[src/sv/lbr_pkg.sv]
// Shared types, codes and colour helpers for the LED bar level renderer.
// No dependencies; used by every module of the block but lbr_fifo.
`timescale 1ns / 1ps
`default_nettype none

package lbr_pkg;

  // display modes
  localparam logic [1:0] MODE_BAR     = 2'd0;
  localparam logic [1:0] MODE_RAINBOW = 2'd1;
  localparam logic [1:0] MODE_SHINE   = 2'd2;
  localparam logic [1:0] MODE_OFF     = 2'd3;

  // request kinds
  localparam logic OP_TICK   = 1'b0;
  localparam logic OP_SAMPLE = 1'b1;

  localparam int unsigned FULL_BRIGHT = 255;
  localparam int unsigned SHINE_STEP  = FULL_BRIGHT / 9;

  // defaults for the top level parameters
  localparam int unsigned STRIP_LENGTH_DEF = 8;
  localparam int unsigned NUM_STRIPS_DEF   = 8;
  localparam int unsigned QUEUE_DEPTH      = 2;

  typedef struct packed {
    logic [7:0] red;
    logic [7:0] green;
    logic [7:0] blue;
  } rgb_t;

  // fixed part of a render job; the lit count rides beside it
  typedef struct packed {
    logic [1:0] mode;
    logic [2:0] strip;
    rgb_t       colour;
  } job_t;

  // one step around the colour wheel, three checks in order
  function automatic rgb_t rainbow_step(input rgb_t c);
    rgb_t n;
    n = c;
    if (n.red == 8'(FULL_BRIGHT)) begin
      if (n.blue != 8'd0) n.blue = n.blue - 8'd1;
      else n.green = n.green + 8'd1;
    end
    if (n.green == 8'(FULL_BRIGHT)) begin
      if (n.red != 8'd0) n.red = n.red - 8'd1;
      else n.blue = n.blue + 8'd1;
    end
    if (n.blue == 8'(FULL_BRIGHT)) begin
      if (n.green != 8'd0) n.green = n.green - 8'd1;
      else n.red = n.red + 8'd1;
    end
    return n;
  endfunction

  // brightness of the k-th top LED in shine mode
  function automatic logic [7:0] shine_top(input logic [1:0] k);
    logic [7:0] v;
    case (k)
      2'd1:    v = 8'(SHINE_STEP * 1);
      2'd2:    v = 8'(SHINE_STEP * 4);
      2'd3:    v = 8'(SHINE_STEP * 9);
      default: v = 8'd0;
    endcase
    return v;
  endfunction

endpackage

`default_nettype wire

[src/sv/lbr_fifo.sv]
// Short register queue carrying render jobs from front to back end.
// Depends on nothing beyond its parameters.
`timescale 1ns / 1ps
`default_nettype none

module lbr_fifo #(
  parameter int unsigned WIDTH = 8,
  parameter int unsigned DEPTH = 2
) (
  input  wire logic             clk_i,
  input  wire logic             rst_ni,
  input  wire logic             push_i,
  input  wire logic [WIDTH-1:0] wdata_i,
  output logic                  full_o,
  input  wire logic             pop_i,
  output logic [WIDTH-1:0]      rdata_o,
  output logic                  empty_o
);

  localparam int unsigned PW = (DEPTH > 1) ? $clog2(DEPTH) : 1;
  localparam int unsigned CW = $clog2(DEPTH + 1);

  logic [WIDTH-1:0] mem_q [DEPTH];
  logic [PW-1:0]    wptr_q, wptr_d, rptr_q, rptr_d;
  logic [CW-1:0]    cnt_q, cnt_d;

  assign full_o  = (cnt_q == CW'(DEPTH));
  assign empty_o = (cnt_q == '0);
  assign rdata_o = mem_q[rptr_q];

  // pointer and fill bookkeeping
  always_comb begin
    wptr_d = wptr_q;
    rptr_d = rptr_q;
    cnt_d  = cnt_q;
    if (push_i) wptr_d = (wptr_q == PW'(DEPTH - 1)) ? '0 : wptr_q + PW'(1);
    if (pop_i)  rptr_d = (rptr_q == PW'(DEPTH - 1)) ? '0 : rptr_q + PW'(1);
    if (push_i && !pop_i) cnt_d = cnt_q + CW'(1);
    else if (pop_i && !push_i) cnt_d = cnt_q - CW'(1);
  end

  always_ff @(posedge clk_i or negedge rst_ni) begin
    if (!rst_ni) begin
      wptr_q <= '0;
      rptr_q <= '0;
      cnt_q  <= '0;
    end else begin
      wptr_q <= wptr_d;
      rptr_q <= rptr_d;
      cnt_q  <= cnt_d;
    end
  end

  // storage, no reset
  always_ff @(posedge clk_i) begin
    if (push_i) mem_q[wptr_q] <= wdata_i;
  end

  a_no_overflow : assert property (@(posedge clk_i) disable iff (!rst_ni)
    push_i |-> (!full_o || pop_i)) else $error("queue written while full");
  a_no_underflow : assert property (@(posedge clk_i) disable iff (!rst_ni)
    pop_i |-> !empty_o) else $error("queue read while empty");
  a_fill_bound : assert property (@(posedge clk_i) disable iff (!rst_ni)
    cnt_q <= CW'(DEPTH)) else $error("queue fill count out of range");

endmodule

`default_nettype wire

[src/sv/lbr_front.sv]
// Front end: takes requests, keeps mode, rainbow colour and the per-strip
// lit-count cache, and queues render jobs. Depends on lbr_pkg.
`timescale 1ns / 1ps
`default_nettype none

module lbr_front #(
  parameter int unsigned STRIP_LENGTH = lbr_pkg::STRIP_LENGTH_DEF,
  parameter int unsigned NUM_STRIPS   = lbr_pkg::NUM_STRIPS_DEF,
  localparam int unsigned CW = $clog2(STRIP_LENGTH + 1)
) (
  input  wire logic        clk_i,
  input  wire logic        rst_ni,
  input  wire logic        cfg_we_i,
  input  wire logic [1:0]  cfg_wdata_i,
  input  wire logic        in_valid_i,
  output logic             in_ready_o,
  input  wire logic        opcode_i,
  input  wire logic [2:0]  strip_index_i,
  input  wire logic [7:0]  sample_i,
  output logic             push_o,
  output lbr_pkg::job_t    job_o,
  output logic [CW-1:0]    count_o,
  input  wire logic        full_i
);

  localparam int unsigned SW    = (NUM_STRIPS > 1) ? $clog2(NUM_STRIPS) : 1;
  localparam int unsigned DIV   = lbr_pkg::FULL_BRIGHT / STRIP_LENGTH;
  // ceil(2^16 / DIV): exact quotient for every 8-bit sample
  localparam int unsigned RECIP = (65536 + DIV - 1) / DIV;

  logic          vld_q;
  logic          op_q;
  logic [2:0]    strip_q;
  logic [7:0]    sample_q;
  logic [1:0]    mode_q;
  lbr_pkg::rgb_t rgb_q, rgb_d;
  logic [CW-1:0] lvl_q [NUM_STRIPS];

  logic [24:0]   prod;
  logic [7:0]    quo;
  logic [CW-1:0] cnt;
  logic [SW-1:0] sidx;
  logic          in_range;
  logic          refresh;
  logic          need_push;
  logic          done;

  // lit count: reciprocal multiply, then saturate
  assign prod = 25'(sample_q) * 25'(RECIP);
  assign quo  = prod[23:16];
  assign cnt  = (quo > 8'(STRIP_LENGTH)) ? CW'(STRIP_LENGTH) : CW'(quo);

  assign sidx     = SW'({{SW{1'b0}}, strip_q});
  assign in_range = ({2'b00, strip_q} < 5'(NUM_STRIPS));
  assign refresh  = (op_q == lbr_pkg::OP_SAMPLE) && in_range
                    && ((cnt != lvl_q[sidx]) || (mode_q == lbr_pkg::MODE_RAINBOW));
  assign need_push = refresh && (mode_q != lbr_pkg::MODE_OFF);
  assign done      = vld_q && (!need_push || !full_i);
  assign in_ready_o = !vld_q || done;

  assign push_o        = vld_q && need_push && !full_i;
  assign job_o.mode    = mode_q;
  assign job_o.strip   = strip_q;
  assign job_o.colour  = rgb_q;
  assign count_o       = cnt;

  // rainbow colour: config write to rainbow or a tick in rainbow mode
  always_comb begin
    rgb_d = rgb_q;
    if (cfg_we_i) begin
      if (cfg_wdata_i == lbr_pkg::MODE_RAINBOW) rgb_d.green = 8'(lbr_pkg::FULL_BRIGHT);
    end else if (done && (op_q == lbr_pkg::OP_TICK)
                 && (mode_q == lbr_pkg::MODE_RAINBOW)) begin
      rgb_d = lbr_pkg::rainbow_step(rgb_q);
    end
  end

  // control state and cache
  always_ff @(posedge clk_i or negedge rst_ni) begin
    if (!rst_ni) begin
      vld_q  <= 1'b0;
      mode_q <= lbr_pkg::MODE_RAINBOW;
      rgb_q  <= '{red: 8'd0, green: 8'(lbr_pkg::FULL_BRIGHT), blue: 8'd0};
      for (int n = 0; n < int'(NUM_STRIPS); n++) lvl_q[n] <= '0;
    end else begin
      rgb_q <= rgb_d;
      if (cfg_we_i) mode_q <= cfg_wdata_i;
      if (in_valid_i && in_ready_o) vld_q <= 1'b1;
      else if (done) vld_q <= 1'b0;
      if (done && refresh) lvl_q[sidx] <= cnt;
    end
  end

  // request payload
  always_ff @(posedge clk_i) begin
    if (in_valid_i && in_ready_o) begin
      op_q     <= opcode_i;
      strip_q  <= strip_index_i;
      sample_q <= sample_i;
    end
  end

endmodule

`default_nettype wire

[src/sv/lbr_back.sv]
// Back end: walks the LEDs of a queued job, one colour a cycle while the output
// is not stalled, into the output register. Depends on lbr_pkg.
`timescale 1ns / 1ps
`default_nettype none

module lbr_back #(
  parameter int unsigned STRIP_LENGTH = lbr_pkg::STRIP_LENGTH_DEF,
  localparam int unsigned CW = $clog2(STRIP_LENGTH + 1)
) (
  input  wire logic          clk_i,
  input  wire logic          rst_ni,
  input  wire logic          job_valid_i,
  input  wire lbr_pkg::job_t job_i,
  input  wire logic [CW-1:0] count_i,
  output logic               pop_o,
  output logic               out_valid_o,
  input  wire logic          out_ready_i,
  output logic [2:0]         strip_out_o,
  output logic [2:0]         led_index_o,
  output lbr_pkg::rgb_t      colour_o,
  output logic               last_led_o
);

  localparam int unsigned IW = $clog2(STRIP_LENGTH);

  logic [IW-1:0] led_q, led_d;
  logic          out_vld_q;
  logic [2:0]    strip_q, ledx_q;
  lbr_pkg::rgb_t colour_q;
  logic          last_q;

  logic          load;
  logic          last;
  logic [CW:0]   li;
  logic [CW:0]   cx;
  logic [7:0]    shine;
  lbr_pkg::rgb_t colour;

  assign load  = job_valid_i && (!out_vld_q || out_ready_i);
  assign last  = (led_q == IW'(STRIP_LENGTH - 1));
  assign pop_o = load && last;
  assign led_d = last ? '0 : led_q + IW'(1);

  assign li = (CW + 1)'(led_q);
  assign cx = (CW + 1)'(count_i);

  // shine: only the top three lit LEDs, fading up
  always_comb begin
    if ((li + (CW + 1)'(3)) < cx) shine = 8'd0;
    else if (cx > (CW + 1)'(2)) shine = lbr_pkg::shine_top(2'(li + (CW + 1)'(4) - cx));
    else if (led_q == '0) shine = 8'(lbr_pkg::SHINE_STEP * 4);
    else shine = 8'(lbr_pkg::SHINE_STEP * 8);
  end

  // colour of the current LED
  always_comb begin
    colour = '0;
    if (li < cx) begin
      case (job_i.mode)
        lbr_pkg::MODE_BAR: begin
          if ((li + (CW + 1)'(3)) < (CW + 1)'(STRIP_LENGTH)) begin
            colour.green = 8'(lbr_pkg::FULL_BRIGHT);
          end else if ((li + (CW + 1)'(1)) < (CW + 1)'(STRIP_LENGTH)) begin
            colour.red   = 8'(lbr_pkg::FULL_BRIGHT);
            colour.green = 8'(lbr_pkg::FULL_BRIGHT);
          end else begin
            colour.red   = 8'(lbr_pkg::FULL_BRIGHT);
          end
        end
        lbr_pkg::MODE_RAINBOW: colour = job_i.colour;
        lbr_pkg::MODE_SHINE:   colour = '{red: shine, green: shine, blue: shine};
        default:               colour = '0;
      endcase
    end
  end

  always_ff @(posedge clk_i or negedge rst_ni) begin
    if (!rst_ni) begin
      led_q     <= '0;
      out_vld_q <= 1'b0;
    end else begin
      if (load) led_q <= led_d;
      if (load) out_vld_q <= 1'b1;
      else if (out_ready_i) out_vld_q <= 1'b0;
    end
  end

  // output register payload
  always_ff @(posedge clk_i) begin
    if (load) begin
      strip_q  <= job_i.strip;
      ledx_q   <= 3'(led_q);
      colour_q <= colour;
      last_q   <= last;
    end
  end

  assign out_valid_o = out_vld_q;
  assign strip_out_o = strip_q;
  assign led_index_o = ledx_q;
  assign colour_o    = colour_q;
  assign last_led_o  = last_q;

  a_pop_on_last : assert property (@(posedge clk_i) disable iff (!rst_ni)
    pop_o |-> (led_q == IW'(STRIP_LENGTH - 1))) else $error("job released early");
  a_wrap : assert property (@(posedge clk_i) disable iff (!rst_ni)
    pop_o |=> (led_q == '0)) else $error("LED counter did not wrap");
  a_hold : assert property (@(posedge clk_i) disable iff (!rst_ni)
    (out_vld_q && !out_ready_i) |=> $stable(led_q)) else $error("LED counter moved in stall");

endmodule

`default_nettype wire

[src/sv/led_bar_level_colour_renderer_core.sv]
// Top level of the LED bar level renderer: front end, job queue, back end.
// Depends on lbr_pkg, lbr_front, lbr_fifo and lbr_back.
//
//  channel  | direction | handshake                   | payload
//  ---------+-----------+-----------------------------+---------------------------------
//  s_axis   | in        | s_axis_tvalid/s_axis_tready | tuser opcode, tdata strip,sample
//  m_axis   | out       | m_axis_tvalid/m_axis_tready | tdata strip,led,r,g,b; tlast
//  cfg      | in        | cfg_we_i                    | cfg_wdata_i display mode
//
// A tick or an ignored sample leaves the front end without waiting on the queue.
// A rendered sample yields STRIP_LENGTH results, one a cycle unless m_axis_tready
// stalls, paced by the back end LED counter, via the queue and the output register.
// Reset: mode rainbow, rainbow colour green, every cached count zero.
// The queue lets requests enter while the back end or the consumer stalls.
`timescale 1ns / 1ps
`default_nettype none

module led_bar_level_colour_renderer_core #(
  parameter int unsigned STRIP_LENGTH = lbr_pkg::STRIP_LENGTH_DEF,
  parameter int unsigned NUM_STRIPS   = lbr_pkg::NUM_STRIPS_DEF
) (
  input  wire logic        clk_i,
  input  wire logic        rst_ni,
  input  wire logic        cfg_we_i,
  input  wire logic [1:0]  cfg_wdata_i,
  input  wire logic        s_axis_tvalid,
  output logic             s_axis_tready,
  input  wire logic [15:0] s_axis_tdata,   // [2:0] strip_index, [10:3] sample, rest zero
  input  wire logic        s_axis_tuser,   // [0] opcode
  output logic             m_axis_tvalid,
  input  wire logic        m_axis_tready,
  output logic [31:0]      m_axis_tdata,   // [2:0] strip_out, [5:3] led_index,
                                           // [13:6] red, [21:14] green, [29:22] blue
  output logic             m_axis_tlast
);

  localparam int unsigned CW = $clog2(STRIP_LENGTH + 1);
  localparam int unsigned QW = $bits(lbr_pkg::job_t) + CW;

  logic          push, full, pop, empty;
  lbr_pkg::job_t job_w, job_r;
  logic [CW-1:0] cnt_w, cnt_r;
  logic [2:0]    strip_out, led_index;
  lbr_pkg::rgb_t colour;

  lbr_front #(
    .STRIP_LENGTH (STRIP_LENGTH),
    .NUM_STRIPS   (NUM_STRIPS)
  ) u_front (
    .clk_i         (clk_i),
    .rst_ni        (rst_ni),
    .cfg_we_i      (cfg_we_i),
    .cfg_wdata_i   (cfg_wdata_i),
    .in_valid_i    (s_axis_tvalid),
    .in_ready_o    (s_axis_tready),
    .opcode_i      (s_axis_tuser),
    .strip_index_i (s_axis_tdata[2:0]),
    .sample_i      (s_axis_tdata[10:3]),
    .push_o        (push),
    .job_o         (job_w),
    .count_o       (cnt_w),
    .full_i        (full)
  );

  lbr_fifo #(
    .WIDTH (QW),
    .DEPTH (lbr_pkg::QUEUE_DEPTH)
  ) u_queue (
    .clk_i   (clk_i),
    .rst_ni  (rst_ni),
    .push_i  (push),
    .wdata_i ({cnt_w, job_w}),
    .full_o  (full),
    .pop_i   (pop),
    .rdata_o ({cnt_r, job_r}),
    .empty_o (empty)
  );

  lbr_back #(
    .STRIP_LENGTH (STRIP_LENGTH)
  ) u_back (
    .clk_i       (clk_i),
    .rst_ni      (rst_ni),
    .job_valid_i (!empty),
    .job_i       (job_r),
    .count_i     (cnt_r),
    .pop_o       (pop),
    .out_valid_o (m_axis_tvalid),
    .out_ready_i (m_axis_tready),
    .strip_out_o (strip_out),
    .led_index_o (led_index),
    .colour_o    (colour),
    .last_led_o  (m_axis_tlast)
  );

  assign m_axis_tdata = {2'b00, colour.blue, colour.green, colour.red, led_index, strip_out};

endmodule

`default_nettype wire

[config.mk]
export PLATFORM = sky130hd
export DESIGN_NAME = led_bar_level_colour_renderer_core
export DESIGN_NICKNAME = d
export VERILOG_FILES = /design/src/sv/lbr_pkg.sv /design/src/sv/lbr_fifo.sv /design/src/sv/lbr_front.sv /design/src/sv/lbr_back.sv /design/src/sv/led_bar_level_colour_renderer_core.sv
export SDC_FILE = /design/constraint.sdc
export NUM_CORES = 1
export LEC_CHECK = 0
export BUFFER_PORTS_ARGS = -buffer_cell sky130_fd_sc_hd__buf_2
export CAP_MARGIN = 20
export CORE_UTILIZATION = 57
export DETAILED_ROUTE_END_ITERATION = 8
export PLACE_DENSITY_LB_ADDON = 0.25
export REMOVE_ABC_BUFFERS = 1
export SLEW_MARGIN = 20
export SYNTH_ARGS = -nofsm -noshare
export SYNTH_HDL_FRONTEND = slang
export SYNTH_HIERARCHICAL = 1
export SYNTH_SLANG_ARGS = --single-unit
[constraint.sdc]
create_clock -name clk_i -period 8.1 [get_ports clk_i]
set_input_delay 2.025 -clock clk_i [delete_from_list [all_inputs] [get_ports clk_i]]
set_output_delay 2.025 -clock clk_i [all_outputs]
set_load 0.1 [all_outputs]
==> impl_metrics.py <==
metrics = {
    "synth": {
        "most_common_cell_in_the_netlist": "edfxtp_1",
        "synth_seq_area_share": 0.497,
        "post_synth_most_frequent_cells": "edfxtp_1 (109), nand2_1 (73), ha_1 (65)",
        "synthesis.yosys.warnings": 6,
        "netlist_instances": 849,
        "syn_area_um2": 9980,
        "synth_largest_type_area_fraction": 0.328,
        "synth-main-ff-cell": "edfxtp_1",
        "ys_seq_elements": 176,
        "synthesis.area_per_instance_um2": 11.8,
        "synthDistinctLibCells": 85,
        "synthArstFlopShare": 0.381,
        "netlist_top_cells_area": "edfxtp_1 (33%), dfrtp_1 (15%), ha_1 (8.2%), mux2_2 (4.5%), mux2_4 (4.4%)",
        "synth_edf_count": 109,
        "cell_type_with_the_highest_aggregate_area_in_the_netlist": "edfxtp_1",
    },
    "min_path": {
        "hold_path_class": "register to register",
    },
    "finish": {
        "nNetsFinal": 971,
        "areaGrowthSynthToFinish_pct": 9.23,
        "drive_above_1_share": 0.224,
        "num_antenna_cells": 0,
    },
    "placement": {
        "hpwl_detailed_mm": 13.2,
        "dp_slack_ns": 0.894,
        "routabilityCongestion": 0.880,
        "place.port_buffers": 51,
    },
    "clocking": {
        "holdBufCountCts": 0,
        "clk_path_buf_depth": 2,
        "postCtsSetupBuffers": 0,
        "tritoncts_buffer_count": 17,
        "clock-root-buffer": "clkbuf_16",
        "clock_sink_count": 176,
        "cts_htree_levels": 4,
        "clk-insertion-delay-late_ns": 0.43,
        "clk_pin_slew_ns": 0.07,
        "clock_tree_from_tritoncts": "done",
        "cts_resized": 0,
    },
    "sta": {
        "grt_setup_unrepaired": "false",
        "relSlewSlack": 0.280,
        "layout_worst_path_cycle_share": 0.954,
        "setup_slack_ns": 0.369,
        "finalSetupTns_ns": 0,
        "slew_viol_final": 0,
        "min_period_ns": 7.73,
        "finalClockSkew_ns": 0.00760,
        "finalSetupViolations": 0,
        "worstMarginPinSlew_ns": 1.08,
        "hold_violations": 0,
        "holdWs_ns": 0.504,
        "max_freq_ghz": 0.129,
    },
    "worst_setup_path": {
        "critPathArrivalTime_ns": 5.71,
        "critPathMaxStageDelay_ns": 0.57,
        "path_buf_inv": 2,
        "start_kind": "register",
        "cp_max_fo": 10,
        "critPathRequiredTime_ns": 6.08,
        "critPathSlowestCell": "mux4_2",
        "start_to_end_type_of_the_worst_setup_path": "register to output port",
        "cp_most_frequent_cell": "ha_1",
        "path_cells": "inv_1 > ha_1 > ha_1 > or2_2 > ha_1 > ha_1 > ha_1 > nand4_1 > nor2_1 > o2111ai_1 > a31oi_1 > mux4_2 > a311oi_1 > o2111ai_1 > nand4_1 > buf_2",
        "worstSetupEndpointType": "output port",
        "cp_top_family": "compound AO/OA/AOI/OAI gates",
    },
    "global_route": {
        "antenna_found_initial": 0,
        "first_global_vias": 6185,
        "maximum_number_of_pins_on_one_net_before_global_route_repair": 68,
        "overflow": 0,
        "globalRouteTotalUtil": 0.223,
        "first_pass_grt_wire_length_mm": 31.1,
    },
    "drt": {
        "drt_first_pass_iters": 5,
        "top_layer_used": "met4",
        "post_drt_via_cell_ratio": 5.84,
        "detailed_route_wl_mm": 18.9,
        "route.vias.total": 6537,
        "average_wire_per_standard_cell_um": 16.9,
        "drc_violation_total_after_the_first_tritonroute_iteration": 353,
        "drc": 0,
        "detailed_routed_wire_length_on_met3_um": 834,
        "detailroute.wirelength.met2_mm": 8.94,
        "ant_nets": 0,
        "route.layer.met1.wl_mm": 8.86,
    },
    "floorplanning": {
        "design.core.area_um2": 17200,
        "floorplan.die.width_um": 134,
        "pin_count": 59,
        "floorplan.rows": 48,
        "initial_utilization": 0.581,
        "design.die.area_um2": 18000,
        "die-height_um": 134,
    },
    "run_status": {
        "outcome": "finished, final reports clean",
    },
    "pwr": {
        "ir_drop_mv": 0.417,
        "design_power_total_mw": 3.80,
        "p_leak_nw": 4.41,
        "power_density_nw_per_um2": 348,
    },
    "flow_run": {
        "maxCapViolations": 0,
    },
}
==> sequential cells by signal, summed over array words and instances (netlist names) <==
| signal | cells |
|---|---|
| u_back/colour_o | 24 |
| u_back/last_led_o | 1 |
| u_back/led_index_o | 3 |
| u_back/led_q | 3 |
| u_back/out_valid_o | 1 |
| u_back/strip_out_o | 3 |
| u_front/job_o | 24 |
| u_front/lvl_q | 32 |
| u_front/mode_q | 2 |
| u_front/op_q | 1 |
| u_front/sample_q | 8 |
| u_front/sidx | 3 |
| u_front/vld_q | 1 |
| u_queue/cnt_q | 2 |
| u_queue/mem_q | 66 |
| u_queue/rptr_q | 1 |
| u_queue/wptr_q | 1 |
==> metrics by stage <==
| step | util | cell area [µm²] | std cells |
|---|---|---|---|
| after floorplan | - | 9710 | 807 |
| after global placement | 0.598 | 10300 | 1086 |
| after detailed placement | 0.600 | 10300 | 1087 |
| after CTS | 0.634 | 10900 | 1119 |
| after global routing | 0.634 | 10900 | 1119 |
| final | 0.634 | 10900 | 1119 |
==> where the power goes <==
part | switching [mW] | internal [mW]
sequential | 0.188 | 1.24
clock | 0.372 | 0.440
combinational | 1.09 | 0.469
total | 1.65 | 2.14
==> logic make-up (layout without fill, tap and decap cells) <==
| group | Yosys count | after routing | share of synthesized area |
|---|---|---|---|
| multiplexers | 89 | 89 | 0.112 |
| buffers and inverters | 69 | 113 | 0.0366 |
| AO/OA/AOI/OAI | 145 | 145 | 0.0988 |
| AND/OR/NAND/NOR | 275 | 275 | 0.146 |
| XOR/XNOR | 28 | 28 | 0.0253 |
| other | 1 | 2 | 0.000376 |
| flip-flops | 176 | 176 | 0.497 |
| adder cells (fa/ha/maj) | 66 | 66 | 0.0835 |
==> layer usage <==
layer	GRT usage	up-vias
li1	-	3213
met1	0.309	3143
met2	0.355	154
met4	0.0749	0
met5	0	-
met3	0.0393	27
==> worst paths after layout <==
path,start,end,slack (ns),cells after the start
max in group asynchronous,rst_ni,u_queue/rptr_q$_DFFE_PN0P_,5.69,2
max reg2reg,u_front/sample_q[6]$_DFFE_PP_,u_queue/mem_q[0][6]$_DFFE_PP_,2.04,19
min in group asynchronous,rst_ni,u_front/lvl_q[7]$_DFFE_PN0P_,1.80,2
min,u_front/lvl_q[19]$_DFFE_PN0P_,u_front/lvl_q[19]$_DFFE_PN0P_,0.50,1
min reg2reg,u_front/lvl_q[19]$_DFFE_PN0P_,u_front/lvl_q[19]$_DFFE_PN0P_,0.50,1
max,u_front/sample_q[6]$_DFFE_PP_,s_axis_tready,0.37,16
==> layout make-up <==
| class | count | area, µm² |
|---|---|---|
| clock buffer | 17 | 425 |
| clock inverter | 15 | 169 |
| fill | 1390 | 6280 |
| inverter | 26 | 97.6 |
| multi-input combinational | 605 | 4660 |
| sequential | 176 | 4960 |
| tap | 225 | 282 |
| timing repair buffer | 55 | 305 |
==> worst register-to-register path, cell delays in order (launching register included) <==
cell and delay, ns:
edfxtp_1 0.56, inv_1 0.17, ha_1 0.24, ha_1 0.17, or2_2 0.27, ha_1 0.27, ha_1 0.30, ha_1 0.20
a21o_1 0.17, a21oi_1 0.13, nor2_1 0.05, o21ai_0 0.27, a31oi_1 0.25, nor2_1 0.32, nor2_1 0.08, o2111ai_1 0.68
nand3_1 0.18, a211oi_1 0.51, nor2b_2 0.49, buf_4 0.42
==> cell usage in the layout (no fill, tap or decap), drive strengths merged, types with 3 or more instances in the layout <==
master      n
buf        55
or2         8
or4         3
xor2        9
inv        34
nand4      12
o211ai      6
a21o        5
nor3b       8
dfrtp      58
clkinvlp    3
a211oi      5
a21boi      4
or3         8
mux2i      17
nor4       10
nand3      20
ha         65
nor2       60
a211o       4
xnor2      19
a21oi      36
o21ai      38
dfstp       9
o2111ai     5
nand2      74
nand2b     11
o31ai       3
edfxtp    109
nor2b      11
mux2       70
a31oi      16
nor4b       4
clkbuf     17
clkinv      3
and3        6
nor3       19
and2        9
nand3b      4
o22ai       5
(Power assumes the default switching activity.)
